--- config.mk ---
export PLATFORM = sky130hd
export DESIGN_NAME = lts_ram
export DESIGN_NICKNAME = d
export VERILOG_FILES = /design/src/hdl/lts_ram.sv
export SDC_FILE = /design/constraint.sdc
export NUM_CORES = 2
export LEC_CHECK = 0
export BUFFER_PORTS_ARGS = -buffer_cell sky130_fd_sc_hd__buf_2
export CAP_MARGIN = 20
export CORE_MARGIN = 8
export CORE_UTILIZATION = 37
export DETAILED_ROUTE_END_ITERATION = 12
export PLACE_DENSITY = 0.57
export SYNTH_ARGS = -nofsm -noshare
export SYNTH_HDL_FRONTEND = slang
export SYNTH_SLANG_ARGS = --single-unit
--- constraint.sdc ---
create_clock -name aclk -period 3.22 [get_ports aclk]
set_clock_uncertainty 0.2 [all_clocks]
set_input_delay 0.161 -clock aclk [delete_from_list [all_inputs] [get_ports aclk]]
set_output_delay 0.161 -clock aclk [all_outputs]
set_load 0.02 [all_outputs]
--- src/hdl/lts_ram.sv ---
module lts_ram #(
    parameter int DEPTH = 64,
    parameter int WIDTH = 32
) (
    input  logic                     aclk,
    input  logic                     we,
    input  logic [$clog2(DEPTH)-1:0] waddr,
    input  logic [WIDTH-1:0]         wdata,
    input  logic                     re,
    input  logic [$clog2(DEPTH)-1:0] raddr,
    output logic [WIDTH-1:0]         rdata
);

    logic [WIDTH-1:0] mem [DEPTH];

    always_ff @(posedge aclk) begin
        if (we) begin
            mem[waddr] <= wdata;
        end
        if (re) begin
            rdata <= mem[raddr];
        end
    end

endmodule

Word level (Yosys, flattened, before mapping) --
Memories as Yosys holds them, arrays and structs flattened. A register that Yosys moved wholly into a read port is not among the register bits. Cells that the tools add are included.
Word-level totals: register bits after elaboration 0, RAM bits 2048, bits of input ports 47, output and inout port bits 32, logic and storage cells 3, memories kept 1
Operators by class: multiplexer cells 2
Memory list:
- mem | depth 64, bits a word 32, read ports 1, clocked after memory_dff 1, wr ports 1, RTL line 14 | logic [WIDTH-1:0] mem [DEPTH];
Operators by type and width (number):
- $mux 1 | 2

Longest topological paths before layout --
depth in word-level cells 2, mapped depth 10, gate-level depth less buffers 5

Worst setup path before layout --
No wires, ideal clock.
kind input to register, from in waddr[3], to mem mem[48][0], enable pin, arrival 2.860 ns, required time 2.559 ns, slack -0.301 ns, stages 4, cells stage by stage clkbuf_1 -> nor2b_1 -> nand4b_1 -> nor3_1
RTL lines:
- start, declared | RTL line 7 | input logic [$clog2(DEPTH)-1:0] waddr,
- end, declared | RTL line 14
Straight into the memory's write port.

Worst setup path after layout --
from in we, to mem mem[48][18], enable pin
Between the ends: word-level cells in the longest chain between the ends 2
RTL lines:
- start, declared | RTL line 6 | input logic we,
- $mux 1 | RTL line 17 | if (we) begin
- $mux 1 (not written as such) | RTL line 18 | mem[waddr] <= wdata;
Every way passes these cells.

==> reports/metrics.cfg <==
[outcome]
status = complete, no violations

[die]
ios = 79
rows = 169
chipWidth_um = 478
start_util_pct = 37.2
core-area_um2 = 212000
dieArea_um2 = 228000
die_h_um = 478

[detailed_routing]
vias = 37700
drtPass1Iterations = 7
ant_nets = 0
drc = 0
drt_iter0_markers = 4555
via_per_inst = 5.59
wirelength_um = 216000
wl_per_cell_um = 32.0

[power]
p_leak_nw = 28.8
ir_drop_mv = 0.507
power_density_nw_per_um2 = 607
finalPower_mw = 56.2

[finish]
areaGrowthSynthToFinish_pct = 17.4
drive_gt1_share_pct = 31.9
num-fill-cells = 17900
multiInputGateArea_um2 = 16000
nNetsFinal = 3808
regArea_um2 = 62500
fin_area_um2 = 92500

[cts]
clkLatencyLatePin_ps = 850
path_clk_slew_ps = 60
clockRootBuffer = clkbuf_16
cts_tree = yes
cts_buffer_depth = 3
cts_buffers = 205
htree_levels = 4
clock_sinks = 2080

[yosys]
yosysTopAreaCellShare_pct = 79.2
netlist_instances = 3324
yosys-top-cells-count = edfxtp_1, mux4_2, nor2_1
yosysWarnings = 0
yosysMostFrequentCell = edfxtp_1
syn_area_um2 = 78800
synth_top_flop_cell = edfxtp_1
synth_edf_count = 2080
ys_top_cells_by_area = edfxtp_1, mux4_2, mux2i_1
synthArstFlopShare_pct = 0
yosysSeqAreaShare_pct = 79.2
synth_top_area_cell = edfxtp_1
synth_nets = 3371
synth_cell_types = 33
avgSynthCellArea_um2 = 23.7
ys_ff_latch = 2080

[timing]
drv_slew = 0
clock.fmax_mhz = 380
slew_headroom_pct = 26.5
worst_pin_slew_ps = 1100
hold_viol = 0
setup_viol = 0
rsz0062_at_grt = no
min_period_over_period_pct = 81.7
period_needed_ps = 2630

[global_routing]
grt_use_total_pct = 18.5
grt_pass1_wl_um = 302000
overflow = 0
grt_pass1_vias = 38600
antenna_found_initial = 20
grt_start_max_net_pins = 65

[run]
max_cap_viol_count = 0

[worst_setup_path]
crit_fanout = 28
crit_path_end_kind = flop
cp_data_arrival_time_ps = 2890
cp-start-kind = primary input
required_ps = 3480
critical_path_class = primary input to flop

[placement]
place_hpwl_um = 122000
gp_congestion = 0.762
place_area_um2 = 85400
io_buffer_count = 78

[hold_path]
hold_path_class = primary input to flop

==> final cells by class <==
cell class	instances	area share [%]
multi-input cells	1062	17.3
flip-flops and latches	2080	67.5
repair buffers	412	4.50
clock inverters	120	1.07
clock buffers	256	5.84
well taps	2821	3.81
diodes	5	0.0135
==> final timing paths <==
kind | startpoint | end | slack, ps | cells after the start
setup / recovery | we | mem[48][18] | 590 | 7
hold / removal | wdata[29] | mem[35][29] | 40 | 2
hold reg to reg | mem[12][8] | rdata[8] | 660 | 4
setup reg to reg | mem[31][6] | rdata[6] | 650 | 4
==> power by group <==
| group | leakage (nW) | internal (mW) | total (mW) | switching, mW |
|---|---|---|---|---|
| clock | 3.12 | 12.9 | 23.0 | 10.1 |
| combinational | 6.94 | 1.20 | 3.04 | 1.84 |
| sequential | 18.7 | 30.0 | 30.1 | 0.113 |
| total | 28.8 | 44.2 | 56.2 | 12.0 |
==> routing by layer <==
layer  global-route usage, %  vias up  routed length, um
li1                        -    15200                  -
met1                    25.0    20700              87400
met2                    30.2     1512             105000
met3                    3.69      309              16300
met4                    6.47       12               7460
met5                       0        -                 82
==> placed cells by master (no fill, tap or decap), types with 5 or more instances in the layout <==
master            n
buf_2            73
inv_6             5
buf_4           200
o221ai_1         27
nor2_4           62
dlygate4sd3_1    47
clkinv_2         35
clkinvlp_4        5
diode_2           5
nand2b_1          7
clkinv_1         53
clkbuf_1         47
nand3b_1          5
o22ai_1          84
bufinv_16        13
nand3_1           5
a311oi_1          8
clkbuf_16       209
nor2b_1          15
edfxtp_1       2080
nand2_1          26
buf_12           87
a22oi_1          12
mux2i_1          93
nor3_1            5
mux4_2          544
nor2_1           75
a21oi_1          62
==> worst max-delay path, stage by stage <==
cell	delay [ps]
dlygate4sd3_1	590
buf_2	180
nor2b_1	170
nand4b_1	360
nor3_4	230
dlygate4sd3_1	600
buf_4	570
==> metrics by stage <==
step                      setup slack (ps)  setup TNS [ps]  hold slack [ps]  utilization, %  cells
after floorplan                        207               0             59.9               -   3324
after global placement                -175            -230              424            40.3   6316
after detailed placement              -176            -230              424            40.3   6317
after CTS                              530               0             7.21            43.6   6740
after global routing                   545               0             12.5            43.7   6753
final                                  591               0             43.8            43.7   6756
==> state kept, by name, summed over array words and instances (netlist names) <==
register  cells
rdata        32
mem        2048
==> logic make-up (layout without fill, tap and decap cells) <==
group	Yosys count	count (layout)	synth area share, %
compound gates	202	202	1.67
buf+inv	182	788	1.12
flops	2080	2080	79.2
mux	637	637	16.7
other cells	0	5	0
simple gates	223	223	1.26
==> repair_timing <==
action / CTS / global route
resized for setup: 0 / 0
hold endpoints to repair: 2108 / 0
setup buffers: 0 / 0
hold buffers: 47 / 0
No activity file was read; power rests on OpenSTA's default activity.
